### config.mk
export PLATFORM = sky130hd
export DESIGN_NAME = wrtl_mask_ram
export DESIGN_NICKNAME = d
export VERILOG_FILES = /design/src/weighted_route_table_lookup_defines.svh /design/src/wrtl_pkg.sv /design/src/wrtl_mask_ram.sv
export SDC_FILE = /design/constraint.sdc
export NUM_CORES = 2
export LEC_CHECK = 0
export BUFFER_PORTS_ARGS = -buffer_cell sky130_fd_sc_hd__buf_4
export CORE_MARGIN = 2
export CORE_UTILIZATION = 45
export CTS_BUF_LIST = sky130_fd_sc_hd__clkbuf_8
export DETAILED_ROUTE_END_ITERATION = 16
export GPL_TIMING_DRIVEN = 0
export PLACE_DENSITY = 0.64
export SYNTH_ARGS = -nofsm -noshare
export SYNTH_HDL_FRONTEND = slang
export SYNTH_SLANG_ARGS = --single-unit
### constraint.sdc
create_clock -name clock -period 15.61 [get_ports clock]
set_input_delay 1.561 -clock clock [delete_from_list [all_inputs] [get_ports clock]]
set_output_delay 1.561 -clock clock [all_outputs]
set_load 0.02 [all_outputs]
### src/weighted_route_table_lookup_defines.svh
// Assertion macros for the weighted route table lookup block
`ifndef WEIGHTED_ROUTE_TABLE_LOOKUP_DEFINES_SVH
`define WEIGHTED_ROUTE_TABLE_LOOKUP_DEFINES_SVH

// Same-cycle implication, disabled during reset
`define WRTL_ASSERT_NOW(label, clk, rst, ante, cons, msg) \
   label: assert property (@(posedge clk) disable iff (rst) (ante) |-> (cons)) \
      else $error(msg);

// Next-cycle implication, disabled during reset
`define WRTL_ASSERT_NEXT(label, clk, rst, ante, cons, msg) \
   label: assert property (@(posedge clk) disable iff (rst) (ante) |=> (cons)) \
      else $error(msg);

`endif

### src/wrtl_pkg.sv
// Shared constants and types of the weighted route table lookup block
package wrtl_pkg;

   localparam int NUM_LINKS   = 16;
   localparam int NUM_VNETS   = 4;
   localparam int DEST_BITS   = 64;
   localparam int WEIGHT_BITS = 16;

   localparam int LINK_W      = $clog2(NUM_LINKS);
   localparam int CNT_W       = $clog2(NUM_LINKS + 1);
   localparam int VNET_W      = 2;
   localparam int ADDR_W      = $clog2(NUM_VNETS * NUM_LINKS);
   localparam int WEIGHT_IN_W = 16;
   localparam int LFSR_W      = 16;
   localparam int STEP_W      = $clog2(LFSR_W + 1);

   localparam logic [LFSR_W-1:0] LFSR_RESET = 16'hACE1;
   localparam logic [LFSR_W-1:0] LFSR_TAPS  = 16'hB400;

   // Request codes
   localparam logic [1:0] REQ_LOOKUP     = 2'd0;
   localparam logic [1:0] REQ_WR_MASK    = 2'd1;
   localparam logic [1:0] REQ_WR_WEIGHT  = 2'd2;

   // Register port
   localparam int CSR_IDX_W  = 2;
   localparam int CSR_DATA_W = 5;
   localparam int ACTIVE_W   = 5;
   localparam int ORDERED_W  = 4;
   localparam logic [CSR_IDX_W-1:0] CSR_ACTIVE_LINKS  = 2'd0;
   localparam logic [CSR_IDX_W-1:0] CSR_ORDERED_VNETS = 2'd1;

   // Modulo unit control and status
   typedef struct packed {
      logic              start;
      logic [LFSR_W-1:0] dividend;
      logic [CNT_W-1:0]  divisor;
   } mod_ctl_type;

   typedef struct packed {
      logic              done;
      logic [LINK_W-1:0] remainder;
   } mod_stat_type;

endpackage

### src/wrtl_mask_ram.sv
// Route mask memory with per-entry valid bits and registered read
module wrtl_mask_ram
   import wrtl_pkg::*;
(
   input  logic                 clock,
   input  logic                 reset,
   input  logic                 wr_en,
   input  logic [ADDR_W-1:0]    wr_addr,
   input  logic [DEST_BITS-1:0] wr_data,
   input  logic                 rd_en,
   input  logic [ADDR_W-1:0]    rd_addr,
   output logic [DEST_BITS-1:0] rd_data
);

   localparam int DEPTH = NUM_VNETS * NUM_LINKS;

   logic [DEST_BITS-1:0] mem [DEPTH];
   logic [DEPTH-1:0]     valid_ff;
   logic [DEPTH-1:0]     valid_in;
   logic [DEST_BITS-1:0] rdata_ff;
   logic                 rvalid_ff;

   // Mark written entries
   always_comb begin
      valid_in = valid_ff;
      if (wr_en) begin
         valid_in[wr_addr] = 1'b1;
      end
   end

   always_ff @(posedge clock) begin
      if (reset) begin
         valid_ff <= '0;
      end else begin
         valid_ff <= valid_in;
      end
   end

   // Write port
   always_ff @(posedge clock) begin
      if (wr_en) begin
         mem[wr_addr] <= wr_data;
      end
   end

   // Registered read port
   always_ff @(posedge clock) begin
      if (rd_en) begin
         rdata_ff  <= mem[rd_addr];
         rvalid_ff <= valid_ff[rd_addr];
      end
   end

   // Unwritten entries read as zero
   assign rd_data = rvalid_ff ? rdata_ff : '0;

endmodule

# Word-level counts from Yosys, hierarchy flattened
# Memories as Yosys holds them, arrays and structs flattened. A register that Yosys moved wholly into a read port is not among the register bits.
# Cells that the tools add are included.
[word_totals] regBits=65 ramBits=4096 input_bits=80 output_inout_bits=64 elab_cells=15 mem_count=1
[memory_table] memory="mem" words=64 word_bits=64 rd=1 rd_ports_with_merged_regs=1 write_ports=1 line_no="wrtl_mask_ram.sv:17" rtl="logic [DEST_BITS-1:0] mem [DEPTH];"
[classes] magnitude_cmp=3 mux=7 n_bitwise=1 n_reduce_logical=1
[ops] cell="$mux W64" count=1
[ops] cell="$or A64 B64 Y64" count=1
[ops] cell="$lt A6 B7 Y1 const B" count=2
[ops] cell="$bmux W1 S6" count=1
[ops] cell="$demux W1 S6" count=1
[ops] cell="$ge A6 B1 Y1 const B" count=1
[ops] cell="$mux W1" count=4
[ops] cell="$logic_and A1 B1 Y1" count=1

# Longest topological paths before layout
[depth] word_depth=5 ltp_mapped=10 mapped_depth_nobuf=5

# Least setup slack after synthesis
# OpenSTA, ideal clock, no wires.
[synth_path] path_type="input -> register" from="input wr_en" to="memory mem[40][0] (enable)" setup_ns=0.567 arrival_ns=6.438 required_time_ns=15.043 slack_ns=8.605 cell_stages=3 n_path_buf=0 path_cell_list="nor2b_1 nand3_1 nor3_1"
[synth_between] elab_chain_cells=2
[synth_rtl] element="from (decl)" line_no="wrtl_mask_ram.sv:7" rtl="input logic wr_en,"
[synth_rtl] element="$mux W1" line_no="wrtl_mask_ram.sv:41" rtl="if (wr_en) begin"
[synth_rtl] element="$mux W1 (not written as such)" line_no="wrtl_mask_ram.sv:42" rtl="mem[wr_addr] <= wr_data;"
[synth_rtl] element="to (decl)" line_no="wrtl_mask_ram.sv:17"
# Every way passes these cells.

# Final worst setup path
[layout_path] from="register rvalid_ff" to="output rd_data[46]"
[layout_between] elab_chain_cells=1
[layout_rtl] element="from (decl)" line_no="wrtl_mask_ram.sv:21" rtl="logic rvalid_ff;"
[layout_rtl] element="from (signal assigned)" line_no="wrtl_mask_ram.sv:50" rtl="rvalid_ff <= valid_ff[rd_addr];"
[layout_rtl] element="$mux W64" line_no="wrtl_mask_ram.sv:55" rtl="assign rd_data = rvalid_ff ? rdata_ff : '0;"
[layout_rtl] element="to (decl)" line_no="wrtl_mask_ram.sv:12" rtl="output logic [DEST_BITS-1:0] rd_data"
# Every way passes these cells.

==> metrics.txt <==
Netlist Area Pre-Place=approximately 160000 µm²; Crit path largest cell delay=roughly 1.1 ns; combinational share of power=0.057; Total GRT Usage=0.252; unrepaired setup endpoints after global routing=false; Compound-Gate Fraction of Synth Area=0.0209; cells after synthesis=about 7000; pre-CTS setup slack=approximately 9.2 ns; worst reg2reg path depth=5; pin count of the biggest net entering global routing=66; crit path max fanout=10; post-DP HPWL=between 200000 and 300000 µm; Synth top area share=0.781; Net Sw Frac=0.232; crit end category=output pin; filler cell count=27100; simple-gate share of the synthesized area=0.0181; Power Internal=0.0172 W; cell accounting for the most synthesized area=edfxtp_1; Synth warnings=0; most frequent cells in the layout=edfxtp_1, mux4_2, clkbuf_8, a22oi_1, inv_1; synth-to-layout area growth=14.7%; IO Port Bufs=around 140; Post-DRT Antenna Nets=0; CTS Hold Bufs=0; Clock Sinks=approximately 4200; EDFF count, synth=4161; Max-cap violations=0; crit path cell chain=clkbuf_1, clkbuf_1, and2_1, buf_4; Starting Density=0.453; Flop pwr share=0.563; Clock Latency Late Sink=around 1.2 ns; Avg Vias per Cell=a little over 6; commonest non-fill, non-tap cell in the layout=edfxtp_1; die area=between 300000 and 400000 µm²; WL/cell=between 30 and 40 µm; Reg2Reg Capture Point=rdata_ff[10]; Final setup viols=0; CP arrival=between 3 and 4 ns; Final Max Slew Viols=0; Max Freq=about 180 MHz; multiplexer share of the synthesized area=0.159; HP Class=register to register; # IOs=144; r2r setup slk=around 13 ns; cell mode on critical path=clkbuf_1; adder-cell share of the synthesized area=0; post-CTS sizing=0; relative max-transition margin=0.0205; TritonCTS Buffers=roughly 650; Reg-to-Reg Start=mem[47][10]; leakage power=just under 60 nW; Critical-path top delay cell=clkbuf_1; core area=about 350000 µm²; Worst Setup SP=rvalid_ff; clock root buffer=clkbuf_8; share of cells above drive strength 1=0.299; drt first-iter violations=around 11000; crit start category=register; Slew @ Worst Pin=approximately 1.5 ns; Critical Path RT=14.05 ns; Post-Syn Nets=7032; Synth Area in XOR/XNOR=0; Final Cycle Share=0.349; CTS tree=done; setup_tns=0 ns; clk_skew=roughly 0.094 ns; largest family of logic cells by synthesized area=multiplexers; Clk pin slew, worst setup/hold paths=roughly 0.060 ns; Net Sw Power=0.00518 W; total gr overflow=0; Post-synth ARST share=0; Die Wd=approximately 600 µm; #FFs+latches synth=roughly 4200; Critical Path Sink=rd_data[46]; final worst setup slack=10.16 ns; vias=around 81000; Routed WL=approximately 460000 µm; DRT Pass-1 Iters=6; main flop type after synthesis=edfxtp_1; outcome=finished, final reports clean; antenna violations before repair=30; via count of the first global-routing pass=81100; final hold viol count=0; GP Congestion=0.841; die height=600 µm; Layout Nets=8050; row cnt=around 220; first-pass GRT wire length=between 600000 and 700000 µm; register area share after synthesis=0.789; # DRC=0; Setup CP Type=register to output pin; post-synth cell types=33; buffer count from post-CTS setup fixing=0; dominant cells by area after synthesis=edfxtp_1, mux4_2, mux2i_1; Power Density=122 nW/µm²; Clock power frac=0.380; H-tree depth=6; crit path time final=about 5.5 ns; peak supply drop=0.0856 mV; Syn Area/Cell=between 20 and 25 µm²; CTS Buffer Depth=4
[metal layers]
layer | vias up | track usage | share of wire
met5 | - | 0 | 0.000072
met4 | 6 | 0.107 | 0.046
met3 | 895 | 0.0626 | 0.11
met2 | 5177 | 0.393 | 0.47
met1 | 43300 | 0.340 | 0.37
li1 | 31700 | - | -
[layout make-up]
| type | count | area [µm²] | share of cell area |
|---|---|---|---|
| Timing Repair Buffer | 363 | 5280 | 0.0288 |
| Multi-Input combinational cell | 2320 | 32200 | 0.175 |
| Sequential cell | 4225 | 126000 | 0.688 |
| Clock buffer | 668 | 9190 | 0.0501 |
| Antenna cell | 19 | 47.5 | 0.000259 |
| Clock inverter | 475 | 2480 | 0.0135 |
| Buffer | 388 | 2030 | 0.0111 |
| Inverter | 19 | 71.3 | 0.000389 |
| Tap cell | 4730 | 5920 | 0.0323 |
[flip-flops by register name, summed over array words and instances (netlist names)]
| register | flops |
|---|---|
| rdata_ff | 64 |
| valid_ff | 64 |
| rvalid_ff | 1 |
| mem | 4096 |
[cells in the mapped netlist, types with 25 or more instances]
cell type / n
or3_1: 27
a31oi_1: 39
a22oi_1: 258
buf_2: 158
nor2_1: 250
or2_2: 25
nand2_1: 118
a41oi_1: 25
and2_1: 67
nand3_1: 96
clkbuf_1: 136
buf_4: 63
mux2i_1: 196
dfxtp_1: 64
o22ai_1: 84
edfxtp_1: 4161
nor2b_1: 32
mux4_2: 1040
[through the flow]
| stage | util | area [µm²] | total power, W | hold WS [ns] | std cells |
|---|---|---|---|---|---|
| 2_1_floorplan | - | 160000 | 0.0134 | 0.435 | 6952 |
| 3_3_place_gp | 0.472 | 167000 | 0.0140 | 0.444 | 11800 |
| 3_5_place_dp | 0.486 | 172000 | 0.0141 | 0.458 | 12000 |
| 4_1_cts | 0.519 | 183000 | 0.0224 | 0.472 | 13200 |
| 5_1_grt | 0.519 | 183000 | 0.0230 | 0.490 | 13200 |
| 6_report | 0.519 | 183000 | 0.0223 | 0.472 | 13200 |
[power by group through the flow]
stage	Sequential, W	Clock [W]	Combinational [W]
floorplan	0.0128	0	0.000618
global route	0.0126	0.00906	0.00132
finish	0.0126	0.00849	0.00127
detailed placement	0.0128	0	0.00126
global placement	0.0128	0	0.00121
CTS	0.0126	0.00857	0.00127
[logic make-up (layout without fill, tap and decap cells)]
kind of cell | Yosys count | after routing
DFF | 4225 | 4225
muxes | 1236 | 1236
and+or+nand+nor | 630 | 630
AOI/OAI and AO/OA | 454 | 454
buffers and inverters | 407 | 1913
other | 0 | 19
[worst max-delay path: cells and delay by family (launching register included)]
family,cells,cell delay (ns)
buf+inv,3,1.97
flops,1,0.32
simple gates,1,0.39
[worst min-delay path by stage]
stage / startpoint / endpoint / slack, ns / cells past startpoint
2_1_floorplan: valid_ff[12] / valid_ff[12] / 0.43 / 2
3_3_place_gp: valid_ff[34] / valid_ff[34] / 0.44 / 2
3_5_place_dp: valid_ff[8] / valid_ff[8] / 0.46 / 2
4_1_cts: valid_ff[8] / valid_ff[8] / 0.47 / 2
5_1_grt: valid_ff[8] / valid_ff[8] / 0.49 / 2
6_report: valid_ff[52] / valid_ff[52] / 0.47 / 2
(Power assumes the default switching activity.)
