## src/weighted_route_table_lookup_defines.svh

```systemverilog
// Assertion macros for the weighted route table lookup block
`ifndef WEIGHTED_ROUTE_TABLE_LOOKUP_DEFINES_SVH
`define WEIGHTED_ROUTE_TABLE_LOOKUP_DEFINES_SVH

// Same-cycle implication, disabled during reset
`define WRTL_ASSERT_NOW(label, clk, rst, ante, cons, msg) \
   label: assert property (@(posedge clk) disable iff (rst) (ante) |-> (cons)) \
      else $error(msg);

// Next-cycle implication, disabled during reset
`define WRTL_ASSERT_NEXT(label, clk, rst, ante, cons, msg) \
   label: assert property (@(posedge clk) disable iff (rst) (ante) |=> (cons)) \
      else $error(msg);

`endif

```

## src/wrtl_pkg.sv

```systemverilog
// Shared constants and types of the weighted route table lookup block
package wrtl_pkg;

   localparam int NUM_LINKS   = 16;
   localparam int NUM_VNETS   = 4;
   localparam int DEST_BITS   = 64;
   localparam int WEIGHT_BITS = 16;

   localparam int LINK_W      = $clog2(NUM_LINKS);
   localparam int CNT_W       = $clog2(NUM_LINKS + 1);
   localparam int VNET_W      = 2;
   localparam int ADDR_W      = $clog2(NUM_VNETS * NUM_LINKS);
   localparam int WEIGHT_IN_W = 16;
   localparam int LFSR_W      = 16;
   localparam int STEP_W      = $clog2(LFSR_W + 1);

   localparam logic [LFSR_W-1:0] LFSR_RESET = 16'hACE1;
   localparam logic [LFSR_W-1:0] LFSR_TAPS  = 16'hB400;

   // Request codes
   localparam logic [1:0] REQ_LOOKUP     = 2'd0;
   localparam logic [1:0] REQ_WR_MASK    = 2'd1;
   localparam logic [1:0] REQ_WR_WEIGHT  = 2'd2;

   // Register port
   localparam int CSR_IDX_W  = 2;
   localparam int CSR_DATA_W = 5;
   localparam int ACTIVE_W   = 5;
   localparam int ORDERED_W  = 4;
   localparam logic [CSR_IDX_W-1:0] CSR_ACTIVE_LINKS  = 2'd0;
   localparam logic [CSR_IDX_W-1:0] CSR_ORDERED_VNETS = 2'd1;

   // Modulo unit control and status
   typedef struct packed {
      logic              start;
      logic [LFSR_W-1:0] dividend;
      logic [CNT_W-1:0]  divisor;
   } mod_ctl_type;

   typedef struct packed {
      logic              done;
      logic [LINK_W-1:0] remainder;
   } mod_stat_type;

endpackage

```

## src/wrtl_mod_unit.sv

```systemverilog
// Bit-serial restoring modulo: LFSR value modulo candidate count
module wrtl_mod_unit
   import wrtl_pkg::*;
(
   input  logic         clock,
   input  logic         reset,
   input  mod_ctl_type  ctl,
   output mod_stat_type stat
);

   logic [STEP_W-1:0] step_ff,   step_in;
   logic [LFSR_W-1:0] quot_ff,   quot_in;
   logic [CNT_W-1:0]  rem_ff,    rem_in;
   logic [CNT_W-1:0]  div_ff,    div_in;
   logic              done_ff,   done_in;
   logic [CNT_W:0]    trial;
   logic [CNT_W:0]    diff;

   // Shift in one dividend bit and subtract when it fits
   always_comb begin
      trial   = {rem_ff, quot_ff[LFSR_W-1]};
      diff    = trial - {1'b0, div_ff};
      step_in = step_ff;
      quot_in = quot_ff;
      rem_in  = rem_ff;
      div_in  = div_ff;
      done_in = 1'b0;
      if (ctl.start) begin
         step_in = STEP_W'(LFSR_W);
         quot_in = ctl.dividend;
         rem_in  = '0;
         div_in  = ctl.divisor;
      end else if (step_ff != '0) begin
         step_in = step_ff - 1'b1;
         quot_in = {quot_ff[LFSR_W-2:0], 1'b0};
         rem_in  = (trial >= {1'b0, div_ff}) ? diff[CNT_W-1:0] : trial[CNT_W-1:0];
         done_in = (step_ff == STEP_W'(1));
      end
   end

   always_ff @(posedge clock) begin
      if (reset) begin
         step_ff <= '0;
         done_ff <= 1'b0;
      end else begin
         step_ff <= step_in;
         done_ff <= done_in;
      end
   end

   always_ff @(posedge clock) begin
      quot_ff <= quot_in;
      rem_ff  <= rem_in;
      div_ff  <= div_in;
   end

   assign stat.done      = done_ff;
   assign stat.remainder = rem_ff[LINK_W-1:0];

endmodule

```

## config.mk

```make
export PLATFORM = sky130hd
export DESIGN_NAME = wrtl_mod_unit
export DESIGN_NICKNAME = d
export VERILOG_FILES = /design/src/weighted_route_table_lookup_defines.svh /design/src/wrtl_pkg.sv /design/src/wrtl_mod_unit.sv
export SDC_FILE = /design/constraint.sdc
export NUM_CORES = 1
export LEC_CHECK = 0
export BUFFER_PORTS_ARGS = -buffer_cell sky130_fd_sc_hd__buf_2
export CAP_MARGIN = 15
export CORE_MARGIN = 2
export CORE_UTILIZATION = 35
export DETAILED_ROUTE_END_ITERATION = 8
export SLEW_MARGIN = 20
export SYNTH_ARGS = -nofsm -noshare
export SYNTH_HDL_FRONTEND = slang
export SYNTH_SLANG_ARGS = --single-unit
```

## constraint.sdc

```tcl
create_clock -name clock -period 4.05 [get_ports clock]
set_clock_uncertainty 0.05 [all_clocks]
set_input_delay 0.81 -clock clock [delete_from_list [all_inputs] [get_ports clock]]
set_output_delay 0.81 -clock clock [all_outputs]
set_load 0.01 [all_outputs]
```

Word level (Yosys, flattened, before mapping)
Cells that the tools add are included.
- register bits after elaboration: 32
- logic and storage cells: 20
- input bits: 24
- bitwise logic cells: 1
- reductions and logical operators: 4
- eq/ne operators: 1
- mux-type cells: 5
- add/sub/neg operators: 2
- $lt $le $gt $ge: 1
- operators with widths (cell ; count):
    $mux 16 ; 2
    $mux 5 ; 3
    $ge 6x5->1 ; 1
    $eq 5x1->1 const B ; 1
    $reduce_bool 5->1 ; 1
    $sub 5x1->5 const B ; 1
    $sub 5x5->5 ; 1
    $reduce_or 3->1 ; 1
    $reduce_bool 2->1 ; 1
    $reduce_or 2->1 ; 1
    $not 1->1 ; 1

Longest topological paths before layout
Gate-level depths: netlist of the first run.
- depth in word-level cells: 3
- gate-level depth with buffers: 8
- gate-level depth less buffers: 8

Least setup slack after synthesis of the first run
Ideal clock, no wire load.
- path type: register to register
- from: reg quot_ff[15]
- to: reg rem_ff[4]
- stages on the path, launching flop included: 9
- library setup time: 0.088 ns
- arrival: 1.743 ns
- required time: 3.912 ns
- slack: 2.169 ns
- cell sequence: edfxtp_1 inv_1 ha_1 inv_1 fa_1 a21oi_1 o211a_4 nand3_1 a311oi_2
- word-level cells in the longest chain between the ends: 2
- RTL lines (element ; RTL line ; RTL):
    start: declaration ; wrtl_mod_unit.sv:12 ; logic [LFSR_W-1:0] quot_ff, quot_in;
    start signal: assignment ; wrtl_mod_unit.sv:52 ; quot_ff <= quot_in;
    $sub 5x5->5 or $ge 6x5->1 (tied branches) ; wrtl_mod_unit.sv:22, wrtl_mod_unit.sv:36 ;
    $mux 5 * ; wrtl_mod_unit.sv:36 ; rem_in = (trial >= {1'b0, div_ff}) ? diff[CNT_W-1:0] : trial[CNT_W-1:0];
    end signal: assignment ; wrtl_mod_unit.sv:53 ; rem_ff <= rem_in;
    end: declaration ; wrtl_mod_unit.sv:13 ; logic [CNT_W-1:0] rem_ff, rem_in;
Every way passes the cells marked *; elsewhere a longest branch is shown, timed or not.
A chain may end at the register's enable or synchronous reset.

Worst setup path after layout of the first run
- from: reg step_ff[0]
- to: reg quot_ff[0] (enable)
- word-level cells in the longest chain between the ends: 2
- RTL lines (element ; RTL line ; RTL):
    start: declaration ; wrtl_mod_unit.sv:11 ; logic [STEP_W-1:0] step_ff, step_in;
    start signal: assignment ; wrtl_mod_unit.sv:46 ; step_ff <= step_in;
    $reduce_bool 5->1 ; wrtl_mod_unit.sv:33 ; end else if (step_ff != '0) begin
    $reduce_bool 2->1 (no source line) ; -- ;
No other way between the ends.

==> run_results.csv, run 1 <==
group,metric,value,unit
status,status,"complete, no violations",
power_and_ir_drop,switching_share,31.6,%
route,wirelength,2950,µm
worst_setup_path,crit_arrival,2.08,ns
route,drc,0,
synthesis,muxShareOfSynthArea,10.4,%
synthesis,synth_fp_nets,165,
route,viasPerCell,5.18,
final_layout,nNetsFinal,193,
cts,cts_setup_buffers,0,
synthesis,synth-simple-area-share,15.1,%
power_and_ir_drop,p_clk_share,26.3,%
synthesis,synth-edff-count,21,
floorplanning,dieArea,5220,µm²
worst_setup_path,endpoint_kind,"flip-flop",
timing,final_hold_viol_count,0,
worst_setup_path,cp.required,3.88,ns
grt,grt_antenna_before_repair,0,
power_and_ir_drop,p_leak,0.771,nW
timing,finalSetupViolations,0,
timing,setup-tns-final,0,ns
final_layout,layout-drive-gt1-share,37.0,%
floorplanning,die_y,72.2,µm
synthesis,synth-seq-cells,32,
timing,drv_slew,0,
floorplanning,rows,24,
power_and_ir_drop,p_comb_share,31.6,%
placed_design,io_buffer_count,28,
timing,relSlewSlack,52.1,%
final_layout,postLayoutCoreUtil,42.9,%
worst_setup_path,timing.rr.end,"quot_ff[0]",
worst_setup_path,worst_r2r_startpoint,"step_ff[0]",
cts,cts_tree,"done",
final_layout,final_cell_area,1890,µm²
cts,htree_levels,2,
power_and_ir_drop,finalPower,0.00112,W
timing,tightest_slew,0.718,ns
grt,overflow,0,
cts,cts-root-buf,"clkbuf_8",
worst_setup_path,ff2ff_path_depth,4,
floorplanning,core,4410,µm²
worst_setup_path,worstSetupPathType,"flip-flop to flip-flop",
worst_setup_path,r2r_slack,1.80,ns
route,post_drt_wl_per_cell,13.8,µm
worst_hold_path,hold_class,"flip-flop to flip-flop",
floorplanning,die_x,72.2,µm
synthesis,ys.warnings.count,0,
cts,path_clk_slew,0.06,ns
floorplanning,initial_core_util,36.9,%
timing,max_freq,444,MHz
worst_setup_path,cp-startpoint,"step_ff[0]",
grt,first_global_vias,1177,
synthesis,ys_types,37,
cts,cts_buffers,5,
route,ant_nets,0,
cts,postCtsHoldBufs,0,
power_and_ir_drop,power_density,592,nW/µm²
grt,grt_first_pass_wirelength,5170,µm
route,num_vias,1109,
placed_design,place_congestion,0.825,
grt,track_usage,13.2,%
synthesis,ys_seq_area_share,52.2,%
power_and_ir_drop,p_switching,0.000354,W
synthesis,synth_area,1630,µm²
job,cap_violations,0,
worst_setup_path,endpoint,"quot_ff[0]",
worst_setup_path,worstSetupStartpointType,"flip-flop",
worst_setup_path,path_max_fanout,16,
synthesis,synthArstFlopShare,0,%
placed_design,placed_area,1790,µm²
timing,period_needed,2.25,ns
synthesis,synth-compound-area-share,8.06,%
floorplanning,pin_count,29,
power_and_ir_drop,ir_drop,0.238,mV
placed_design,hpwl,2130,µm
cts,cts.sink_count,32,
grt,grt_max_degree,38,
timing,period_share,55.6,%
synthesis,synth_top_family_by_area,"simple AND/OR/NAND/NOR gates",
placed_design,post-place-ws,1.69,ns
synthesis,synth_cells,133,
synthesis,synth_ff_type,"edfxtp_1",
synthesis,synth_xor_area_share,2.15,%
synthesis,synthAdderAreaFrac,6.61,%
final_layout,syn_to_final_growth,16.1,%
cts,clock_latency,0.28,ns
power_and_ir_drop,power_frac_seq,42.1,%
cts,cts_buffer_depth,2,
timing,setup_ws,1.80,ns
timing,rsz0062_at_grt,"false",
final_layout,diodes,0,
synthesis,syn_area_per_cell,12.2,µm²
route,drt-initial-drc-count,48,
route,drt_first_pass_iters,4,
cts,cts_resized,0,
power_and_ir_drop,intPower,0.000767,W
through the flow:
step,hold slack [ns],instances
global placement,0.452,206
floorplan,0.436,133
finish,0.474,214
detailed placement,0.460,206
CTS,0.470,214
global route,0.500,214
registers in the layout, indices dropped and copies added, names as in the netlist:
register  count
step_ff       5
done_ff       1
quot_ff      16
div_ff        5
rem_ff        5
cell type report:
class                           count  area (µm²)
Inverter                            9        33.8
Fill cell                         405        2520
Multi-Input combinational cell     84         688
Clock buffer                        5        68.8
Sequential cell                    32         851
Tap cell                           52        65.1
Timing Repair Buffer               29         148
Clock inverter                      3        37.5
worst max-delay path, cell delays in order, from the launching register on:
cell and delay [ns]:
dfxtp_1 0.33, inv_1 0.10, ha_1 0.27, nor4b_4 0.54
nand2b_1 0.55
layout by cell type (no fill, tap or decap), drive strengths merged:
| cell type | Yosys | final |
|---|---|---|
| a211o | 1 | 1 |
| or2 | 1 | 1 |
| mux2 | 15 | 15 |
| nand4 | 1 | 1 |
| dfxtp | 11 | 11 |
| bufinv | 0 | 1 |
| nand2b | 1 | 1 |
| o211ai | 2 | 2 |
| o211a | 1 | 1 |
| clkbuf | 2 | 5 |
| edfxtp | 21 | 21 |
| buf | 6 | 29 |
| nor3b | 1 | 1 |
| a311oi | 3 | 3 |
| nor2 | 8 | 8 |
| and3 | 1 | 1 |
| xnor2 | 4 | 4 |
| and3b | 1 | 1 |
| or3 | 1 | 1 |
| o21ai | 4 | 4 |
| ha | 7 | 7 |
| nor4b | 1 | 1 |
| nand2 | 4 | 4 |
| clkinv | 0 | 2 |
| nor4 | 3 | 3 |
| a21o | 1 | 1 |
| nand3b | 2 | 2 |
| a2111oi | 1 | 1 |
| and2 | 1 | 1 |
| inv | 9 | 9 |
| a21oi | 4 | 4 |
| nor3 | 5 | 5 |
| nand3 | 9 | 9 |
| fa | 1 | 1 |
synthesized netlist by cell type (all sizes together) (2+ instances only):
master,number,area [µm²]
inv,9,33.8
ha,7,87.6
nand3b,2,15.0
xnor2,4,35.0
nor2,8,30.0
clkbuf,2,7.51
nand3,9,50.1
nand2,4,17.5
a21oi,4,20.0
dfxtp,11,220
o21ai,4,20.0
edfxtp,21,631
o211ai,2,15.0
buf,6,48.8
nor3,5,35.0
mux2,15,169
nor4,3,18.8
a311oi,3,32.5
cells by family (layout without fill, tap and decap cells):
| logic type | Yosys count | after routing |
|---|---|---|
| AOI/OAI and AO/OA | 17 | 17 |
| xor gates and xnor gates | 4 | 4 |
| buffers and inverters | 17 | 46 |
| adders and majority gates | 8 | 8 |
| DFF | 32 | 32 |
| and+or+nand+nor | 40 | 40 |
| muxes | 15 | 15 |
power groups by stage:
stage,Sequential [W],Combinational (W),Clock [W]
after CTS,0.000474,0.000353,0.000302
final,0.000472,0.000354,0.000295
after floorplan,0.000465,0.000292,0
after global placement,0.000476,0.000341,0
after global routing,0.000483,0.000400,0.000317
after detailed placement,0.000481,0.000350,0
worst min path at each step:
stage	slack (ns)	start	depth (start not counted)	to
after floorplan	0.44	step_ff[1]	2	step_ff[1]
after global placement	0.45	step_ff[1]	2	step_ff[1]
after detailed placement	0.46	step_ff[1]	2	step_ff[1]
after CTS	0.47	step_ff[1]	2	step_ff[1]
after global routing	0.50	step_ff[1]	2	step_ff[1]
final	0.47	step_ff[1]	2	step_ff[1]
routing by layer:
layer	share of wire (%)	vias to the layer above	wire, µm	global-route usage, %
li1	-	546	-	-
met2	48	36	1410	21.3
met3	5.9	8	173	4.44
met4	2.3	0	68	7.76
met1	44	519	1300	15.2
met5	0	-	0	0
Power figures use the tool's default switching activity.
==> run 2: changes to the inputs <==
--- a/config.mk
+++ b/config.mk
@@ -5,6 +5,7 @@
 export SDC_FILE = /design/constraint.sdc
 export NUM_CORES = 1
 export LEC_CHECK = 0
+export ABC_AREA = 1
 export BUFFER_PORTS_ARGS = -buffer_cell sky130_fd_sc_hd__buf_2
 export CAP_MARGIN = 15
 export CORE_MARGIN = 2
==> constraint.sdc (replaced) <==
create_clock -name clock -period 2.3 [get_ports clock]
set_clock_uncertainty 0.05 [all_clocks]
set_input_delay 0.46 -clock clock [delete_from_list [all_inputs] [get_ports clock]]
set_output_delay 0.46 -clock clock [all_outputs]
set_load 0.01 [all_outputs]
==> run 2 against run 1 <==
Core utilization down 0.45 points. Sequential power up 70%. Via count up 5.7%. Flip-flop and latch count unchanged. Synthesized cell count up 35%. Non-clock buffer count unchanged. Combinational power up 74%. Critical path depth up 7. Sequential share of layout area up 0.48 points. Critical path type unchanged. Largest power group unchanged.
==> run_results.csv, run 2 <==
group,metric,value,unit
synthesis,ys_seq_area_share,52.3,%
timing,fin_hold_ws,0.294,ns
grt,grt_max_degree,19,
status,status,"complete, no violations",
power_and_ir_drop,p_clk_share,23.0,%
timing,period_share,75.6,%
synthesis,syn_area_per_cell,9.04,µm²
cts,cts_resized,0,
grt,grtUsageMet1,13.5,%
route,drt-initial-drc-count,67,
cts,cts_tree,"done",
worst_setup_path,worstSetupStartpointType,"flip-flop",
cts,clock_latency,0.29,ns
power_and_ir_drop,finalPower,0.00184,W
final_layout,syn_to_final_growth,15.0,%
route,drt_first_pass_iters,4,
final_layout,regMostFlops,"quot_ff",
synthesis,ys_types,23,
timing,rsz0062_at_grt,"false",
route,viasPerCell,4.49,
final_layout,final_common_cell,"nand2_1",
job,cap_violations,0,
power_and_ir_drop,p_comb_share,33.4,%
synthesis,synth_top_area_share,38.7,%
cts,cts_buffer_depth,2,
timing,drv_slew,0,
floorplanning,die_x,72.2,µm
placed_design,hpwl,2020,µm
grt,first_global_vias,1125,
synthesis,synth_area,1630,µm²
worst_setup_path,worstSetupPathType,"flip-flop to flip-flop",
timing,final_hold_viol_count,0,
power_and_ir_drop,power_frac_seq,43.6,%
synthesis,yosysMostFrequentCell,"nand2_1",
grt,overflow,0,
synthesis,synth_cells,180,
worst_setup_path,cp.required,2.47,ns
synthesis,synth-seq-cells,32,
floorplanning,dieArea,5210,µm²
final_layout,final_cell_area,1870,µm²
placed_design,post-place-ws,0.569,ns
timing,relSlewSlack,75.2,%
synthesis,synth_fp_nets,212,
final_layout,final_cell_mix,"nand2_1, buf_2, edfxtp_1",
worst_setup_path,r2r_slack,0.56,ns
floorplanning,core,4410,µm²
timing,max_freq,575,MHz
worst_setup_path,slowest_stage,"fa_1",
synthesis,yosys-top-cells-area,"edfxtp_1, nand2_1, dfxtp_1",
cts,cts_buffers,5,
synthesis,synthArstFlopShare,0,%
floorplanning,rows,24,
grt,grt-busiest-layer,"met2",
floorplanning,initial_core_util,36.9,%
final_layout,nNetsFinal,240,
final_layout,nFillCells,430,
synthesis,synthTopCellsByCount,"nand2_1, edfxtp_1, inv_1, dfxtp_1, nand3_1",
final_layout,largest_reg_flops,16,
worst_setup_path,endpoint_kind,"flip-flop",
power_and_ir_drop,p_switching,0.000646,W
placed_design,io_buffer_count,28,
grt,grt_antenna_before_repair,0,
route,wirelength,2710,µm
cts,cts_setup_buffers,0,
floorplanning,die_y,72.2,µm
worst_setup_path,crit_arrival,1.91,ns
route,num_vias,1172,
route,ant_nets,0,
route,post_drt_wl_per_cell,10.4,µm
floorplanning,pin_count,29,
power_and_ir_drop,intPower,0.00120,W
worst_setup_path,path_cells,"inv_1 > ha_1 > inv_1 > fa_1 > inv_1 > nand2_1 > nand3_4 > nand3_2 > nand2_1 > nand3_1 > o21ai_1",
final_layout,diodes,0,
route,drc,0,
synthesis,yosysTopAreaCell,"edfxtp_1",
worst_setup_path,path_max_fanout,7,
power_and_ir_drop,power_density,985,nW/µm²
grt,grt_util_met3,3.75,%
cts,path_clk_slew,0.07,ns
timing,finalSetupViolations,0,
final_layout,layout-drive-gt1-share,22.5,%
grt,grt_first_pass_wirelength,4670,µm
synthesis,synth-edff-count,21,
power_and_ir_drop,ir_drop,0.304,mV
cts,cts-root-buf,"clkbuf_8",
worst_setup_path,crit_path_max_incr_delay,0.41,ns
power_and_ir_drop,p_leak,0.919,nW
synthesis,synth_ff_type,"edfxtp_1",
worst_setup_path,crit_top_cell,"inv_1",
timing,tightest_slew,0.371,ns
timing,setup-tns-final,0,ns
worst_hold_path,hold_class,"input pin to flip-flop",
placed_design,place_congestion,0.821,
synthesis,ys.warnings.count,0,
grt,track_usage,11.8,%
cts,htree_levels,2,
cts,cts.sink_count,32,
power_and_ir_drop,switching_share,35.0,%
placed_design,placed_area,1790,µm²
cts,postCtsHoldBufs,0,
grt,grt_use_met2,19.2,%
timing,period_needed,1.74,ns
timing,setup_ws,0.562,ns
## run 2: cell types whose count changed in the layout (fill, tap and decap cells not counted), moves of 3 or more
cell     previous run  this run
nand2_1             3        72
mux2_2             15         0
inv_1               9        18
nor2_1              8         4
inv_2               0         3
nand3_1             8        11
nor4_1              3         0
o21ai_0             4         1
o21ai_1             0         3
## run 2: layout make-up
class | instances | area [µm²] | area share [%]
Inverter | 21 | 78.8 | 4.21
Clock buffer | 6 | 72.6 | 3.88
Tap cell | 52 | 65.1 | 3.48
Clock inverter | 2 | 11.3 | 0.602
Sequential cell | 32 | 851 | 45.5
Timing Repair Buffer | 29 | 148 | 7.89
Multi-Input combinational cell | 119 | 646 | 34.5
## run 2: metal layers
metal,vias to the layer above,wire length [µm]
li1,630,-
met1,511,1240
met2,22,1260
met3,9,116
met4,0,94
met5,-,0
## run 2: path summary, 6_finish.rpt
kind,start,end,cells past startpoint
setup / recovery,quot_ff[15],rem_ff[0],11
setup reg to reg,quot_ff[15],rem_ff[0],11
hold reg to reg,step_ff[4],step_ff[4],2
hold / removal,ctl[2],div_ff[2],1
## run 2: metrics by stage
stage / cells / util (%)
after global routing: 261 / 42.4
after CTS: 261 / 42.4
after detailed placement: 253 / 40.5
after floorplan: 180 / -
final: 261 / 42.4
after global placement: 253 / 40.5
## run 2: critical path: cells and delay by family (launching register included)
family                     cells  cell delay, ns
and+or+nand+nor                5            0.44
adders and majority gates      2            0.55
buffers and inverters          3            0.21
AOI/OAI and AO/OA              1            0.07
DFF                            1            0.35
## run 2: cell families after synthesis
logic type | after synthesis | share of synthesized area, %
adder cells (fa/ha/maj) | 8 | 6.61
XOR/XNOR | 3 | 1.61
AND/OR/NAND/NOR | 98 | 27.7
buffers and inverters | 29 | 8.07
flip-flops | 32 | 52.3
AO/OA/AOI/OAI | 10 | 3.77
## run 2: power by group through the flow
stage                     Sequential (W)  Combinational (W)  Clock (W)
after floorplan                 0.000798           0.000527          0
after global placement          0.000815           0.000621          0
after detailed placement        0.000815           0.000627          0
after CTS                       0.000805           0.000629   0.000435
after global routing            0.000814           0.000704   0.000464
final                           0.000803           0.000616   0.000424
